## src/design/psu_pkg.sv

```systemverilog
// ---------------------------------------------------------------------------
// psu_pkg
// shared types, constants and the paeth predictor for the png scanline
// unfilter unit
// ---------------------------------------------------------------------------
package psu_pkg;

  localparam int MAX_WIDTH_DEF = 4096;
  localparam int WIDTH_W       = 13;
  localparam int HEIGHT_W      = 16;
  localparam int CHANS_W       = 3;
  localparam int CFG_IDX_W     = 2;
  localparam int CFG_DATA_W    = 16;
  localparam int QUEUE_DEPTH   = 4;

  localparam logic [CFG_IDX_W-1:0] REG_IMAGE_WIDTH  = 2'd0;
  localparam logic [CFG_IDX_W-1:0] REG_IMAGE_HEIGHT = 2'd1;
  localparam logic [CFG_IDX_W-1:0] REG_CHANNELS     = 2'd2;

  localparam logic [CHANS_W-1:0] CHANS_RGB  = 3'd3;
  localparam logic [CHANS_W-1:0] CHANS_RGBA = 3'd4;

  localparam logic [7:0] ALPHA_OPAQUE = 8'hff;

  typedef enum logic [2:0] {
    FILT_NONE  = 3'd0,
    FILT_SUB   = 3'd1,
    FILT_UP    = 3'd2,
    FILT_AVG   = 3'd3,
    FILT_PAETH = 3'd4
  } filt_t;

  typedef enum logic [1:0] {
    OP_FILTER  = 2'd0,
    OP_CHANNEL = 2'd1,
    OP_ERROR   = 2'd2
  } op_t;

  typedef struct packed {
    logic [7:0] data_byte;
    logic       first_of_image;
  } psu_in_t;

  typedef struct packed {
    logic [7:0] red;
    logic [7:0] green;
    logic [7:0] blue;
    logic [7:0] alpha;
    logic       row_done;
    logic       image_done;
    logic       bad_filter;
  } psu_out_t;

  // one classified request travelling from front to back
  typedef struct packed {
    op_t        op;
    filt_t      filt;
    logic [7:0] data_byte;
    logic [1:0] chan;
    logic       first_row;
    logic       last_chan;
    logic       row_end;
    logic       img_end;
    logic       rgb;
  } psu_item_t;

  localparam int ITEM_W = $bits(psu_item_t);

  function automatic logic [7:0] paeth_pred(input logic [7:0] a, input logic [7:0] b,
                                            input logic [7:0] c);
    logic signed [9:0] pa;
    logic signed [9:0] pb;
    logic signed [9:0] pc;
    pa = $signed({2'b00, b}) - $signed({2'b00, c});
    pb = $signed({2'b00, a}) - $signed({2'b00, c});
    pc = $signed({2'b00, a}) + $signed({2'b00, b}) - $signed({1'b0, c, 1'b0});
    if (pa < 0) pa = -pa;
    if (pb < 0) pb = -pb;
    if (pc < 0) pc = -pc;
    if (pa <= pb && pa <= pc) return a;
    else if (pb <= pc)        return b;
    else                      return c;
  endfunction

endpackage

```

## src/design/psu_front.sv

```systemverilog
// ---------------------------------------------------------------------------
// psu_front
// takes stream bytes, holds the configuration, tracks row and pixel
// position and classifies each byte into a request for the back end
// ---------------------------------------------------------------------------
module psu_front #(
  parameter int MAX_WIDTH = psu_pkg::MAX_WIDTH_DEF
) (
  input  logic                              clk,
  input  logic                              rst_n,
  input  logic                              in_valid,
  output logic                              in_stall,
  input  psu_pkg::psu_in_t                  in_data,
  input  logic                              cfg_we,
  input  logic [psu_pkg::CFG_IDX_W-1:0]     cfg_index,
  input  logic [psu_pkg::CFG_DATA_W-1:0]    cfg_wdata,
  output logic                              q_push,
  output psu_pkg::psu_item_t                q_item,
  output logic [((MAX_WIDTH > 1) ? $clog2(MAX_WIDTH) : 1)-1:0] q_col,
  input  logic                              q_full
);
  import psu_pkg::*;

  localparam int COL_W = (MAX_WIDTH > 1) ? $clog2(MAX_WIDTH) : 1;
  localparam int CMP_W = ((COL_W + 1) > WIDTH_W) ? (COL_W + 1) : WIDTH_W;

  logic [WIDTH_W-1:0]  width_r;
  logic [HEIGHT_W-1:0] height_r;
  logic [CHANS_W-1:0]  chans_r;

  logic                awaiting_r, awaiting_nxt;
  logic                first_row_r, first_row_nxt;
  logic                sticky_r, sticky_nxt;
  filt_t               filt_r, filt_nxt;
  logic [COL_W-1:0]    col_r, col_nxt;
  logic [1:0]          ch_r, ch_nxt;
  logic [HEIGHT_W-1:0] row_r, row_nxt;

  logic                in_fire;
  logic                cur_awaiting, cur_first_row, cur_sticky;
  filt_t               cur_filt;
  logic [COL_W-1:0]    cur_col;
  logic [1:0]          cur_ch;
  logic [HEIGHT_W-1:0] cur_row;
  logic                rgb;
  logic                last_chan;
  logic [CMP_W-1:0]    w_ext, w_eff, col_ext;
  logic [HEIGHT_W-1:0] h_m1;
  logic                row_end, img_end;
  logic                bad_byte;

  assign in_stall = q_full;
  assign in_fire  = in_valid && !in_stall;

  always_ff @(posedge clk) begin
    if (!rst_n) begin
      width_r  <= WIDTH_W'(1);
      height_r <= HEIGHT_W'(1);
      chans_r  <= CHANS_RGBA;
    end else if (cfg_we) begin
      unique case (cfg_index)
        REG_IMAGE_WIDTH:  width_r  <= cfg_wdata[WIDTH_W-1:0];
        REG_IMAGE_HEIGHT: height_r <= cfg_wdata[HEIGHT_W-1:0];
        REG_CHANNELS:     chans_r  <= cfg_wdata[CHANS_W-1:0];
        default: ;
      endcase
    end
  end

  // effective geometry: width 0 acts as 1 and is clamped to the line store
  always_comb begin
    w_ext = (width_r == '0) ? CMP_W'(1) : CMP_W'(width_r);
    w_eff = (w_ext > CMP_W'(MAX_WIDTH)) ? CMP_W'(MAX_WIDTH) : w_ext;
    h_m1  = (height_r == '0) ? '0 : height_r - HEIGHT_W'(1);
  end

  assign rgb = (chans_r == CHANS_RGB);

  always_comb begin
    // a new image mark restarts everything before the byte is looked at
    if (in_data.first_of_image) begin
      cur_awaiting  = 1'b1;
      cur_first_row = 1'b1;
      cur_sticky    = 1'b0;
      cur_filt      = FILT_NONE;
      cur_col       = '0;
      cur_ch        = '0;
      cur_row       = '0;
    end else begin
      cur_awaiting  = awaiting_r;
      cur_first_row = first_row_r;
      cur_sticky    = sticky_r;
      cur_filt      = filt_r;
      cur_col       = col_r;
      cur_ch        = ch_r;
      cur_row       = row_r;
    end
    col_ext   = CMP_W'(cur_col);
    row_end   = (col_ext + CMP_W'(1)) >= w_eff;
    img_end   = row_end && (cur_row >= h_m1);
    // a pixel left on its fourth channel after a switch to rgb also closes
    last_chan = rgb ? (cur_ch >= 2'd2) : (cur_ch == 2'd3);
    bad_byte  = in_data.data_byte > {5'd0, FILT_PAETH};
  end

  always_comb begin
    awaiting_nxt  = awaiting_r;
    first_row_nxt = first_row_r;
    sticky_nxt    = sticky_r;
    filt_nxt      = filt_r;
    col_nxt       = col_r;
    ch_nxt        = ch_r;
    row_nxt       = row_r;
    q_push        = 1'b0;
    q_item        = '0;
    q_col         = cur_col;
    q_item.filt      = cur_filt;
    q_item.data_byte = in_data.data_byte;
    q_item.chan      = cur_ch;
    q_item.first_row = cur_first_row;
    q_item.last_chan = last_chan;
    q_item.row_end   = row_end;
    q_item.img_end   = img_end;
    q_item.rgb       = rgb;
    if (in_fire) begin
      awaiting_nxt  = cur_awaiting;
      first_row_nxt = cur_first_row;
      sticky_nxt    = cur_sticky;
      filt_nxt      = cur_filt;
      col_nxt       = cur_col;
      ch_nxt        = cur_ch;
      row_nxt       = cur_row;
      priority if (cur_sticky) begin
        // dropped until the next image mark
      end else if (cur_awaiting && bad_byte) begin
        q_push     = 1'b1;
        q_item.op  = OP_ERROR;
        sticky_nxt = 1'b1;
      end else if (cur_awaiting) begin
        q_push       = 1'b1;
        q_item.op    = OP_FILTER;
        filt_nxt     = filt_t'(in_data.data_byte[2:0]);
        awaiting_nxt = 1'b0;
        col_nxt      = '0;
        ch_nxt       = '0;
      end else begin
        q_push    = 1'b1;
        q_item.op = OP_CHANNEL;
        if (!last_chan) begin
          ch_nxt = cur_ch + 2'd1;
        end else begin
          ch_nxt = '0;
          if (img_end) begin
            awaiting_nxt  = 1'b1;
            first_row_nxt = 1'b1;
            sticky_nxt    = 1'b0;
            filt_nxt      = FILT_NONE;
            col_nxt       = '0;
            row_nxt       = '0;
          end else if (row_end) begin
            row_nxt       = cur_row + HEIGHT_W'(1);
            first_row_nxt = 1'b0;
            awaiting_nxt  = 1'b1;
            col_nxt       = '0;
          end else begin
            col_nxt = cur_col + COL_W'(1);
          end
        end
      end
    end
  end

  always_ff @(posedge clk) begin
    if (!rst_n) begin
      awaiting_r  <= 1'b1;
      first_row_r <= 1'b1;
      sticky_r    <= 1'b0;
      filt_r      <= FILT_NONE;
      col_r       <= '0;
      ch_r        <= '0;
      row_r       <= '0;
    end else begin
      awaiting_r  <= awaiting_nxt;
      first_row_r <= first_row_nxt;
      sticky_r    <= sticky_nxt;
      filt_r      <= filt_nxt;
      col_r       <= col_nxt;
      ch_r        <= ch_nxt;
      row_r       <= row_nxt;
    end
  end

endmodule

```

## config.mk

```make
export PLATFORM = sky130hd
export DESIGN_NAME = psu_front
export DESIGN_NICKNAME = d
export VERILOG_FILES = /design/src/design/psu_pkg.sv /design/src/design/psu_front.sv
export SDC_FILE = /design/constraint.sdc
export NUM_CORES = 1
export LEC_CHECK = 0
export BUFFER_PORTS_ARGS = -buffer_cell sky130_fd_sc_hd__buf_2
export CAP_MARGIN = 20
export CORE_MARGIN = 10
export CORE_UTILIZATION = 40
export DETAILED_ROUTE_END_ITERATION = 10
export PLACE_DENSITY = 0.59
export SETUP_SLACK_MARGIN = 0.3
export SYNTH_ARGS = -nofsm -noshare
export SYNTH_HDL_FRONTEND = slang
export SYNTH_SLANG_ARGS = --single-unit
```

## constraint.sdc

```tcl
create_clock -name clk -period 5.9 [get_ports clk]
set_clock_uncertainty 0.15 [all_clocks]
set_input_delay 0 -clock clk [delete_from_list [all_inputs] [get_ports clk]]
set_output_delay 0 -clock clk [all_outputs]
set_load 0.02 [all_outputs]
```

==> results.md <==
* RePlAce Congestion at 0.865
* Comb power frac at 14.0%
* Power Density at 225 nW/um^2
* Diode count at 0
* Final total power at 1.22 mW
* Lkg Pwr at 2.31 nW
* CTS Buf Count at 9
* Post-synth EDFFs at 0
* Clk sinks at 68
* First-pass GRT wire length at 22,300 um
* HPWL Detailed at 9810 um
* Mapped Nets at 678
* Gates resized, CTS repair at 0
* CP peak stage delay at 0.61 ns
* Cells taking the most area after synthesis: dfxtp_1 30%, nand2_1 10%, ha_1 9.0%
* Switching Share at 26.5%
* Final Setup Violations at 0
* Core area at 11,000 um^2
* Syn Inst Count at 613
* CTS tree: built
* Post-synthesis register bit count at 68
* Compound-cell area share of the yosys netlist at 17.9%
* CP startpoint kind: flip-flop
* Clock share of power at 47.0%
* Slew Limit Headroom at 41.6%
* Number of global-route vias before repair at 4,415
* Seq/Total Area, Yosys at 29.8%
* Clock latency on the worst-skew pair at 0.33 ns
* WS Path Type: reg2reg
* Post-route clock period utilization at 76.4%
* Ys Warns at 0
* IO Pins at 66
* Post-route DRC at 0
* CP cell instances: nor2b_1, ha_1, and2_1, and4_1, and3_1, and3_1, xor2_1, ha_1, a21oi_1, o21ai_0, a21oi_1, o31a_1, nor2_1, a2111o_1, a31oi_1
* Final ANT Viol Nets at 0
* Largest net degree at the start of global routing at 52
* Hold Crit Class: in2reg
* Max_cap viols at 0
* RSZ-0062 raised after global routing: no
* # port buffers at 65
* Mux contribution to synthesized area at 1.78%
* Net Sw Power at 0.324 mW
* Syn Std Cell Area at 4560 um^2
* Worst Path Arrival at 4.62 ns
* DRT Pass-1 Iters at 5
* Main combinational cell family by area after synthesis: simple AND/OR/NAND/NOR gates
* WP buf/inv at 0
* Row cnt at 38
* Root Buffer: clkbuf_16
* Hold Vio Cnt, Final at 0
* Final #Nets at 740
* FILL cells at 1,088
* Slowest CP cell: o31a_1
* CTS max path bufs at 2
* Chip height at 127 um
* Most frequent cell after synthesis: nand2_1
* Post-synth top area cell: dfxtp_1
* Min cycle time layout at 4.51 ns
* Fmax at 222 MHz
* Final Max Tran Viols at 0
* Critical Path RT at 6.00 ns
* Total die area at 16,100 um^2
* H-tree Lvls at 3
* Setup TNS after final layout at 0 ns
* Initial antenna violation count at 0
* Placed insts at 781
* Syn-to-layout area delta at 19.0%
* Share of the synthesized area in the top cell type at 29.8%
* Vias per inst at 5.52
* Ys async rst share at 0%
* Crit-path leading delay family: compound AO/OA/AOI/OAI gates
* Starting DRT DRC Count at 372
* Gr usage total at 16.5%
* Status: completed
* Finished Layout Cells at 820
* DR WL/cell at 16.3 um
* Starting Density at 41.6%
* Worst vdd rail ir drop at 0.000213 V
* Post-Synth Simple-Gate Area at 31.6%
* Share of layout cells above drive strength 1 at 13.5%
* Post-synth top cells: 121 x nand2_1, 68 x dfxtp_1, 58 x a21oi_1, 47 x nor2_1, 36 x nor2b_1
* Post-synthesis adder-cell area fraction at 9.05%
* Post-synth top flop: dfxtp_1
* Worst Max-Slew Pin Slew at 0.870 ns
* Sequential power share at 39.0%
* Vias at 4,529
* Max Fanout on Critical Path at 14
* Clock-pin slew on the worst setup and hold paths at 0.06 ns
* Cell variety after synth at 54
* Width of the die at 127 um
* Syn_area_per_cell at 7.45 um^2
* Grt ovf at 0
* CP Capture Type: flip-flop
* Internal power at 0.898 mW
* Xor/xnor cell area share of the yosys netlist at 4.22%
* Post-Route WL at 13,300 um
==> cell usage in the layout, fill, tap and decap left out, types with 11 or more instances in the layout <==
| cell | count |
|---|---|
| o21ai_0 | 23 |
| a21oi_1 | 58 |
| nor2_1 | 47 |
| dlygate4sd3_1 | 23 |
| nor2b_1 | 36 |
| dfxtp_1 | 68 |
| nand2_1 | 121 |
| xor2_1 | 15 |
| nand3_1 | 11 |
| a22oi_1 | 12 |
| ha_1 | 33 |
| nor3_1 | 16 |
| buf_2 | 65 |
| inv_1 | 13 |
==> cells by family (layout without fill, tap and decap cells) <==
group / count (synthesis) / in the layout
adder cells (fa/ha/maj): 33 / 33
multiplexers: 8 / 8
flip-flops: 68 / 68
AO/OA/AOI/OAI: 135 / 135
AND/OR/NAND/NOR: 293 / 293
buffers and inverters: 54 / 121
XOR/XNOR: 22 / 22
==> cell type report <==
cell class              count  area [um^2]  share of cell area (%)
clock inverters             7         91.3                    1.68
flip-flops and latches     68         1360                    25.1
repair buffers             92          586                    10.8
multi-input cells         491         2950                    54.2
inverters                  13         48.8                   0.898
clock buffers               9          225                    4.15
well taps                 140          175                    3.22
==> through the flow <==
step	instance area (um^2)	setup WS [ns]	utilization [%]	hold slack, ns
final	5430	1.39	49.5	0.0450
after global routing	5430	1.14	49.5	0.0613
after CTS	5430	1.48	49.5	0.0265
after detailed placement	4890	1.55	44.5	0.0879
after global placement	4890	1.57	44.5	0.0878
after floorplan	4560	1.39	-	-0.0563
==> power groups by stage <==
stage / clock network [mW] / registers, mW / logic, mW
final: 0.574 / 0.476 / 0.172
after global routing: 0.603 / 0.478 / 0.191
after CTS: 0.587 / 0.476 / 0.171
after detailed placement: 0 / 0.486 / 0.159
after global placement: 0 / 0.486 / 0.155
after floorplan: 0 / 0.484 / 0.114
==> repair_timing <==
item,in CTS,in global routing
hold buffers,23,0
endpoints found under the hold margin,42,0
buffers inserted,0,0
==> state kept, by name, summed over array words and instances (netlist names) <==
register,flops
height_r,16
row_r,16
ch_r,2
width_r,13
sticky_r,1
chans_r,3
col_r,12
first_row_r,1
filt_r,3
awaiting_r,1
==> per-layer routing <==
layer	GRT usage [%]	wire [um]	up-vias
li1	-	-	2258
met1	21.3	6310	2103
met2	26.0	5990	151
met3	4.41	843	17
met4	5.16	204	0
met5	0	0	-
==> worst min-delay path, cell delays in order <==
cell and delay, ns:
buf_2 0.09, nor2b_1 0.04, buf_4 0.19, a31oi_1 0.16
==> final timing paths <==
check	startpoint	endpoint	slack [ns]	cells after the start
worst max-delay path	col_r[0]	row_r[3]	1.39	15
worst min-delay path	q_full	row_r[7]	0.05	4
worst max register to register	col_r[0]	row_r[3]	1.39	15
worst min register to register	width_r[3]	width_r[3]	0.33	2
Power figures use the tool's default switching activity.
