===== src/design/psu_pkg.sv =====
// ---------------------------------------------------------------------------
// psu_pkg
// shared types, constants and the paeth predictor for the png scanline
// unfilter unit
// ---------------------------------------------------------------------------
package psu_pkg;

  localparam int MAX_WIDTH_DEF = 4096;
  localparam int WIDTH_W       = 13;
  localparam int HEIGHT_W      = 16;
  localparam int CHANS_W       = 3;
  localparam int CFG_IDX_W     = 2;
  localparam int CFG_DATA_W    = 16;
  localparam int QUEUE_DEPTH   = 4;

  localparam logic [CFG_IDX_W-1:0] REG_IMAGE_WIDTH  = 2'd0;
  localparam logic [CFG_IDX_W-1:0] REG_IMAGE_HEIGHT = 2'd1;
  localparam logic [CFG_IDX_W-1:0] REG_CHANNELS     = 2'd2;

  localparam logic [CHANS_W-1:0] CHANS_RGB  = 3'd3;
  localparam logic [CHANS_W-1:0] CHANS_RGBA = 3'd4;

  localparam logic [7:0] ALPHA_OPAQUE = 8'hff;

  typedef enum logic [2:0] {
    FILT_NONE  = 3'd0,
    FILT_SUB   = 3'd1,
    FILT_UP    = 3'd2,
    FILT_AVG   = 3'd3,
    FILT_PAETH = 3'd4
  } filt_t;

  typedef enum logic [1:0] {
    OP_FILTER  = 2'd0,
    OP_CHANNEL = 2'd1,
    OP_ERROR   = 2'd2
  } op_t;

  typedef struct packed {
    logic [7:0] data_byte;
    logic       first_of_image;
  } psu_in_t;

  typedef struct packed {
    logic [7:0] red;
    logic [7:0] green;
    logic [7:0] blue;
    logic [7:0] alpha;
    logic       row_done;
    logic       image_done;
    logic       bad_filter;
  } psu_out_t;

  // one classified request travelling from front to back
  typedef struct packed {
    op_t        op;
    filt_t      filt;
    logic [7:0] data_byte;
    logic [1:0] chan;
    logic       first_row;
    logic       last_chan;
    logic       row_end;
    logic       img_end;
    logic       rgb;
  } psu_item_t;

  localparam int ITEM_W = $bits(psu_item_t);

  function automatic logic [7:0] paeth_pred(input logic [7:0] a, input logic [7:0] b,
                                            input logic [7:0] c);
    logic signed [9:0] pa;
    logic signed [9:0] pb;
    logic signed [9:0] pc;
    pa = $signed({2'b00, b}) - $signed({2'b00, c});
    pb = $signed({2'b00, a}) - $signed({2'b00, c});
    pc = $signed({2'b00, a}) + $signed({2'b00, b}) - $signed({1'b0, c, 1'b0});
    if (pa < 0) pa = -pa;
    if (pb < 0) pb = -pb;
    if (pc < 0) pc = -pc;
    if (pa <= pb && pa <= pc) return a;
    else if (pb <= pc)        return b;
    else                      return c;
  endfunction

endpackage


===== src/design/psu_queue.sv =====
// ---------------------------------------------------------------------------
// psu_queue
// short first-in first-out queue of requests between front and back
// ---------------------------------------------------------------------------
module psu_queue #(
  parameter int W = 8
) (
  input  logic         clk,
  input  logic         rst_n,
  input  logic         push,
  input  logic [W-1:0] push_data,
  input  logic         pop,
  output logic [W-1:0] head_data,
  output logic         empty,
  output logic         full
);
  import psu_pkg::*;

  localparam int PTR_W = (QUEUE_DEPTH > 1) ? $clog2(QUEUE_DEPTH) : 1;
  localparam int CNT_W = $clog2(QUEUE_DEPTH + 1);

  logic [W-1:0]     slot_r [QUEUE_DEPTH];
  logic [PTR_W-1:0] wr_ptr_r, wr_ptr_nxt;
  logic [PTR_W-1:0] rd_ptr_r, rd_ptr_nxt;
  logic [CNT_W-1:0] count_r, count_nxt;
  logic             do_push, do_pop;

  assign empty     = (count_r == '0);
  assign full      = (count_r == CNT_W'(QUEUE_DEPTH));
  assign head_data = slot_r[rd_ptr_r];
  assign do_push   = push && !full;
  assign do_pop    = pop && !empty;

  always_comb begin
    wr_ptr_nxt = wr_ptr_r;
    rd_ptr_nxt = rd_ptr_r;
    count_nxt  = count_r;
    if (do_push) begin
      wr_ptr_nxt = (wr_ptr_r == PTR_W'(QUEUE_DEPTH - 1)) ? '0 : wr_ptr_r + PTR_W'(1);
    end
    if (do_pop) begin
      rd_ptr_nxt = (rd_ptr_r == PTR_W'(QUEUE_DEPTH - 1)) ? '0 : rd_ptr_r + PTR_W'(1);
    end
    if (do_push && !do_pop) count_nxt = count_r + CNT_W'(1);
    else if (!do_push && do_pop) count_nxt = count_r - CNT_W'(1);
  end

  always_ff @(posedge clk) begin
    if (do_push) slot_r[wr_ptr_r] <= push_data;
  end

  always_ff @(posedge clk) begin
    if (!rst_n) begin
      wr_ptr_r <= '0;
      rd_ptr_r <= '0;
      count_r  <= '0;
    end else begin
      wr_ptr_r <= wr_ptr_nxt;
      rd_ptr_r <= rd_ptr_nxt;
      count_r  <= count_nxt;
    end
  end

endmodule


===== config.mk =====
export PLATFORM = sky130hd
export DESIGN_NAME = psu_queue
export DESIGN_NICKNAME = d
export VERILOG_FILES = /design/src/design/psu_pkg.sv /design/src/design/psu_queue.sv
export SDC_FILE = /design/constraint.sdc
export NUM_CORES = 1
export LEC_CHECK = 0
export BUFFER_PORTS_ARGS = -buffer_cell sky130_fd_sc_hd__buf_2
export CORE_MARGIN = 10
export CORE_UTILIZATION = 40
export DETAILED_ROUTE_END_ITERATION = 8
export GPL_TIMING_DRIVEN = 0
export PLACE_DENSITY = 0.57
export SLEW_MARGIN = 20
export SYNTH_ARGS = -nofsm -noshare
export SYNTH_HDL_FRONTEND = slang
export SYNTH_SLANG_ARGS = --single-unit

===== constraint.sdc =====
create_clock -name clk -period 6.19 [get_ports clk]
set_input_delay 0.3095 -clock clk [delete_from_list [all_inputs] [get_ports clk]]
set_output_delay 0.3095 -clock clk [all_outputs]
set_load 0.005 [all_outputs]

==> impl_results.md, run 1 <==
* Status: completed
* Hold Fails Final Rpt at 0
* First drt pass iteration count at 4
* Adder-cell share of the synthesized area at 0.0583
* Fin Hold WS at 0.236 ns
* Cell area after synthesis at 1630 um2
* GR Util met2 at 0.142
* Post-Route Utilization at 0.473
* Min cycle time layout at 2.32 ns
* # fillers at 361
* P per Cell Area at 375 nW/um2
* Register area share after synthesis at 0.700
* Total Nets Final at 140
* IO Pins at 22
* Leakage at 0.686 nW
* Resize count post-CTS at 0
* Worst-Skew Late Latency at 0.28 ns
* Clk_skew at 0.00408 ns
* Netlist cell types at 23
* Core Area at 3970 um2
* M3 GR Usage at 0.0410
* TritonCTS clock tree: built
* Net Sw Power at 194 uW
* CP Launch Type: flip-flop
* Routed vias/inst at 4.84
* Area fraction in compound gates after synthesis at 0.0184
* Rows at 23
* Number of buffers added on ports at 21
* XOR/XNOR Fraction of Synth Area at 0.0107
* First-pass GRT wire length at 4.61 mm
* Pre-CTS WS at 3.86 ns
* Slew margin rel. at 0.632
* Grt met1 use at 0.0891
* Min-Delay Path Class: in2reg
* Antenna-violating nets left at 0
* Endpoint class of the critical path: flip-flop
* # clock sinks at 41
* CTS Buf Count at 5
* Fmax at 432 MHz
* Slowest cell on crit path: o31ai_1
* Yosys reg bits at 41
* Placer congestion estimate at 0.709
* Starting Density at 0.411
* Warnings from Yosys at 0
* Clk Tree Root Cell: clkbuf_8
* Drt wl/cell at 16.4 um
* Syn_area_per_cell at 17.5 um2
* Routed WL at 2.82 mm
* Sequential power share at 0.513
* Share of layout cells above drive strength 1 at 0.311
* Diode count at 0
* DRC viols at 0
* Comb pwr share at 0.259
* Period utilization at 0.374
* Die Wd at 83.8 um
* Critical-path cell list: o31ai_1 -> ha_1 -> inv_1 -> fa_1 -> xor2_1 -> or3_1 -> a21boi_0
* Int Power at 510 uW
* Area growth syn-to-layout at 15.3%
* Tightest Pin Transition at 0.548 ns
* Initial DRC count at 77
* Largest net degree at the start of global routing at 13
* Critical path's largest stage delay at 0.53 ns
* CTS Buffer Depth at 2
* Mapped Cells at 93
* Setup Crit Path Kind: reg2reg
* Number of global-route vias before repair at 928
* Simple-Gate Fraction of Synth Area at 0.0660
* WP data arrival at 2.53 ns
* Die Area at 7030 um2
* VDD IR max at 0.171 mV
* Crit Path Max Fanout at 5
* Pins Over Slew Limit at 0
* Commonest cells after routing, fill and taps aside: 32 x edfxtp_1, 23 x buf_2, 9 x dfxtp_1
* Total of max-cap violations at 0
* H-tree depth at 2
* Most common cell after layout, fill and taps aside: edfxtp_1
* Clock Power Share at 0.228
* Post-synth net total at 112
* Post-CTS Hold Fix Bufs at 0
* Unrepaired setup endpoints after global routing: no
* Die height at 83.8 um
* GRT Total Usage at 0.0852
* Sw Ratio at 0.276
* Multiplexer area fraction after synthesis at 0.129
* Final worst slack at 3.87 ns
* HPWL after DPL at 2.00 mm
* GRT busiest layer: met2
* Final total negative setup slack at 0 ns
* Setup-failing EPs final at 0
* Initial antenna violation count at 0
* Largest family of logic cells by synthesized area: multiplexers
* Global route overflow at 0
* # Post-CTS Setup Buffers at 0
* Clock-pin transition on the worst setup and hold timing paths at 0.07 ns
* CP required at 6.40 ns
* Via Count at 832
power by group through the flow:
stage                     combinational [mW]  clock, mW  sequential [mW]
final                                  0.182      0.161            0.361
after global placement                 0.184          0            0.364
after CTS                              0.189      0.166            0.362
after floorplan                        0.128          0            0.361
after detailed placement               0.187          0            0.368
after global routing                   0.208      0.178            0.366
synthesized netlist by cell type, drive strengths merged:
cell	instances	area, um2
dfxtp	9	180
fa	1	20.0
edfxtp	32	961
buf	3	13.8
o31ai	1	7.51
ha	6	75.1
nor2b	2	12.5
mux4	8	180
nor3b	1	12.5
nand2	6	22.5
inv	3	11.3
a21boi	1	7.51
clkbuf	1	3.75
or3	1	6.26
mux2i	3	30.0
xor2	1	8.76
nand3	2	10.0
nor3	1	5.00
o21ai	3	15.0
and2	5	31.3
nor2	2	7.51
xnor2	1	8.76
layer usage:
metal	vias to the layer above	wire length (um)	share of wire
li1	405	-	-
met1	402	1180	0.42
met2	20	1430	0.51
met3	5	166	0.059
met4	0	46	0.016
met5	-	0	0
kinds of logic (layout without fill, tap and decap cells):
kind of cell             count (synthesis)  after routing
flip-flops                              41             41
AND/OR/NAND/NOR                         20             20
multiplexers                            11             11
adder cells (fa/ha/maj)                  7              7
buffers and inverters                    7             36
AO/OA/AOI/OAI                            5              5
XOR/XNOR                                 2              2
worst paths after layout:
check	startpoint	end	slack [ns]	cells after the start
worst max-delay path	count_r[0]$_SDFFE_PN0P_	count_r[2]$_SDFFE_PN0P_	3.87	7
worst min-delay path	push_data[0]	slot_r[3][0]$_DFFE_PP_	0.24	1
worst max register to register	count_r[0]$_SDFFE_PN0P_	count_r[2]$_SDFFE_PN0P_	3.87	7
worst min register to register	wr_ptr_r[0]$_SDFFE_PN0P_	wr_ptr_r[0]$_SDFFE_PN0P_	0.52	2
critical path: cells and delay by family, from the launching register on:
family | cells | cell delay [ns]
compound gates | 2 | 0.68
xor+xnor | 1 | 0.16
fa+ha+maj | 2 | 0.66
buf+inv | 1 | 0.06
flops | 1 | 0.38
simple gates | 1 | 0.30
flip-flops by register name (all words and copies together) (netlist names), named ones only:
name	flops
count_r	3
rd_ptr_r	2
slot_r	32
wr_ptr_r	2
through the flow:
stage / cell area, um2 / total power [mW] / instances
after global routing: 1880 / 0.753 / 172
after detailed placement: 1800 / 0.555 / 164
after floorplan: 1630 / 0.489 / 93
after global placement: 1800 / 0.548 / 164
after CTS: 1880 / 0.717 / 172
final: 1880 / 0.704 / 172
cell type report:
class | instances | area [um2] | area share
flip-flops and latches | 41 | 1140 | 0.607
clock buffers | 5 | 68.8 | 0.0366
plain buffers | 4 | 17.5 | 0.00932
clock inverters | 3 | 12.5 | 0.00666
multi-input cells | 45 | 460 | 0.245
well taps | 50 | 62.6 | 0.0333
repair buffers | 21 | 105 | 0.0559
inverters | 3 | 11.3 | 0.00599
Note: power is estimated with default switching activity, not from simulation.
==> inputs of run 2 (changes only) <==
--- a/config.mk
+++ b/config.mk
@@ -5,12 +5,13 @@
 export SDC_FILE = /design/constraint.sdc
 export NUM_CORES = 1
 export LEC_CHECK = 0
+export ABC_AREA = 1
 export BUFFER_PORTS_ARGS = -buffer_cell sky130_fd_sc_hd__buf_2
 export CORE_MARGIN = 10
 export CORE_UTILIZATION = 40
 export DETAILED_ROUTE_END_ITERATION = 8
 export GPL_TIMING_DRIVEN = 0
-export PLACE_DENSITY = 0.57
+export PLACE_DENSITY = 0.59
 export SLEW_MARGIN = 20
 export SYNTH_ARGS = -nofsm -noshare
 export SYNTH_HDL_FRONTEND = slang
==> constraint.sdc (replaced) <==
create_clock -name clk -period 1.9 [get_ports clk]
set_input_delay 0.095 -clock clk [delete_from_list [all_inputs] [get_ports clk]]
set_output_delay 0.095 -clock clk [all_outputs]
set_load 0.005 [all_outputs]
==> impl_results.md, run 2 <==
* Largest net degree at the start of global routing at 13
* Ranking of synthesized cells by instance count: 33 x nor2_1, 32 x edfxtp_1, 18 x inv_1
* Post-DP Area at 1860 um2
* CTS Buf Count at 5
* Multiplexer area fraction after synthesis at 0
* Async set-reset flop share out of synthesis at 0
* Rows at 23
* Number of global-route vias before repair at 1178
* Unrepaired setup endpoints after global routing: yes
* CP required at 2.14 ns
* Diode count at 0
* TritonCTS clock tree: built
* WP data arrival at 2.00 ns
* Period utilization at 0.927
* Regs by FF count: slot_r: 32 flops, count_r: 3 flops
* Area fraction in compound gates after synthesis at 0.0953
* Cell with the most instances after synthesis: nor2_1
* Leakage at 0.801 nW
* Via Count at 1119
* Post-Route Utilization at 0.486
* Clock-pin transition on the worst setup and hold timing paths at 0.08 ns
* P per Cell Area at 1340 nW/um2
* Post-route cell area at 1970 um2
* Pre-CTS WS at -0.00550 ns
* Final total negative setup slack at 0 ns
* Simple-Gate Fraction of Synth Area at 0.119
* Worst-Skew Late Latency at 0.29 ns
* Largest Register: slot_r
* Status: completed
* Drt wl/cell at 14.9 um
* VDD IR max at 0.638 mV
* Slew margin rel. at 0.444
* Crit Path Max Fanout at 5
* CTS Buffer Depth at 2
* Placer congestion estimate at 0.726
* Synth top area cells: edfxtp_1 57%, dfxtp_1 11%, nor2_1 7.3%
* Number of buffers added on ports at 21
* HPWL after DPL at 2.34 mm
* Die height at 85.1 um
* Max reg flops at 32
* Share of layout cells above drive strength 1 at 0.235
* CP Launch Type: flip-flop
* Largest family of logic cells by synthesized area: simple AND/OR/NAND/NOR gates
* Most common cell after layout, fill and taps aside: edfxtp_1
* Netlist cell types at 18
* H-tree depth at 2
* Clk_skew at 0.00586 ns
* EDFF count, synth at 32
* Mapped Cells at 148
* Core Area at 4060 um2
* Initial DRC count at 70
* Cell area after synthesis at 1690 um2
* Total Nets Final at 197
* Register area share after synthesis at 0.674
* Syn_area_per_cell at 11.4 um2
* GRT Total Usage at 0.102
* Warnings from Yosys at 0
* Commonest cells after routing, fill and taps aside: 32 x edfxtp_1, 31 x nor2_1, 21 x buf_2
* Yosys reg bits at 41
* Top_reg_cell synth: edfxtp_1
* Global route overflow at 0
* Area growth syn-to-layout at 16.5%
* Post-synth top area share at 0.568
* DRC viols at 0
* # clock sinks at 41
* Setup-failing EPs final at 0
* Min cycle time layout at 1.76 ns
* XOR/XNOR Fraction of Synth Area at 0
* First-pass GRT wire length at 5.71 mm
* Initial antenna violation count at 0
* Clk Tree Root Cell: clkbuf_8
* Largest area contributor in the synthesized netlist: edfxtp_1
* Routed vias/inst at 4.89
* Die Wd at 85.1 um
* First drt pass iteration count at 4
* Post-CTS Hold Fix Bufs at 0
* Adder-cell share of the synthesized area at 0.0562
* Routed WL at 3.42 mm
* Setup Crit Path Kind: reg2reg
* Antenna-violating nets left at 0
* Total power at 2.63 mW
* Tightest Pin Transition at 0.830 ns
* Die Area at 7230 um2
* Hold Fails Final Rpt at 0
* Endpoint class of the critical path: flip-flop
* Min-Delay Path Class: in2reg
* Pins Over Slew Limit at 0
* Final worst slack at 0.139 ns
* Fmax at 568 MHz
* IO Pins at 22
* Total of max-cap violations at 0
* Starting Density at 0.417
* Post-synth net total at 167
-- run 2: cell types whose count changed in the layout (fill, tap and decap cells not counted), sizes merged, moves of 8 or more --
cell	delta
nand2	+9
o21ai	+15
mux4	-8
nor2	+31
inv	+16
o22ai	+8
-- run 2: metal layers --
| layer | wire length, um | GRT usage |
|---|---|---|
| met1 | 1380 | 0.108 |
| met2 | 1770 | 0.172 |
| met3 | 204 | 0.0392 |
| met4 | 67 | 0.0524 |
| met5 | 0 | 0 |
-- run 2: cells by family (layout without fill, tap and decap cells) --
group                      Yosys count  after routing
and+or+nand+nor                     51             51
DFF                                 41             41
AOI/OAI and AO/OA                   28             28
buffers and inverters               21             52
adders and majority gates            7              7
-- run 2: report_power, final --
group | internal, mW | switching, mW
logic | 0.353 | 0.518
clock network | 0.254 | 0.288
registers | 1.12 | 0.105
total | 1.72 | 0.911
-- run 2: worst paths after layout --
check / startpoint / endpoint / slack (ns) / cells after the start
worst max register to register: count_r[1]$_SDFFE_PN0P_ / count_r[2]$_SDFFE_PN0P_ / 0.14 / 11
worst min-delay path: push_data[5] / slot_r[2][5]$_DFFE_PP_ / 0.02 / 1
worst min register to register: count_r[0]$_SDFFE_PN0P_ / count_r[0]$_SDFFE_PN0P_ / 0.54 / 2
worst max-delay path: count_r[1]$_SDFFE_PN0P_ / count_r[2]$_SDFFE_PN0P_ / 0.14 / 11
-- run 2: what timing repair did --
action	in CTS	in global routing
resized for setup	0	6
setup endpoints to repair	1	34
pin swaps	1	0
setup buffers	2	0
-- run 2: worst max-delay path, cell delays in order (launching register included) --
cell and delay (ns):
dfxtp_1 0.35, nor2_2 0.15, nand2_1 0.11, nand2_2 0.12
ha_1 0.17, inv_1 0.06, fa_1 0.38, nand2_1 0.10
nand3_1 0.08, nand2_1 0.06, inv_1 0.03, nor2_1 0.08
-- run 2: cell type report --
| class | count | area, um2 |
|---|---|---|
| Fill cell | 364 | 2090 |
| Tap cell | 50 | 62.6 |
| Buffer | 2 | 22.5 |
| Clock buffer | 6 | 72.6 |
| Inverter | 19 | 71.3 |
| Clock inverter | 2 | 10.0 |
| Timing Repair Buffer | 23 | 120 |
| Multi-Input combinational cell | 86 | 472 |
| Sequential cell | 41 | 1140 |
-- run 2: stage by stage --
step	hold slack, ns	std cells
floorplan	0.194	148
global placement	0.308	219
detailed placement	0.315	219
CTS	0.0119	229
global route	0.00611	229
finish	0.0159	229
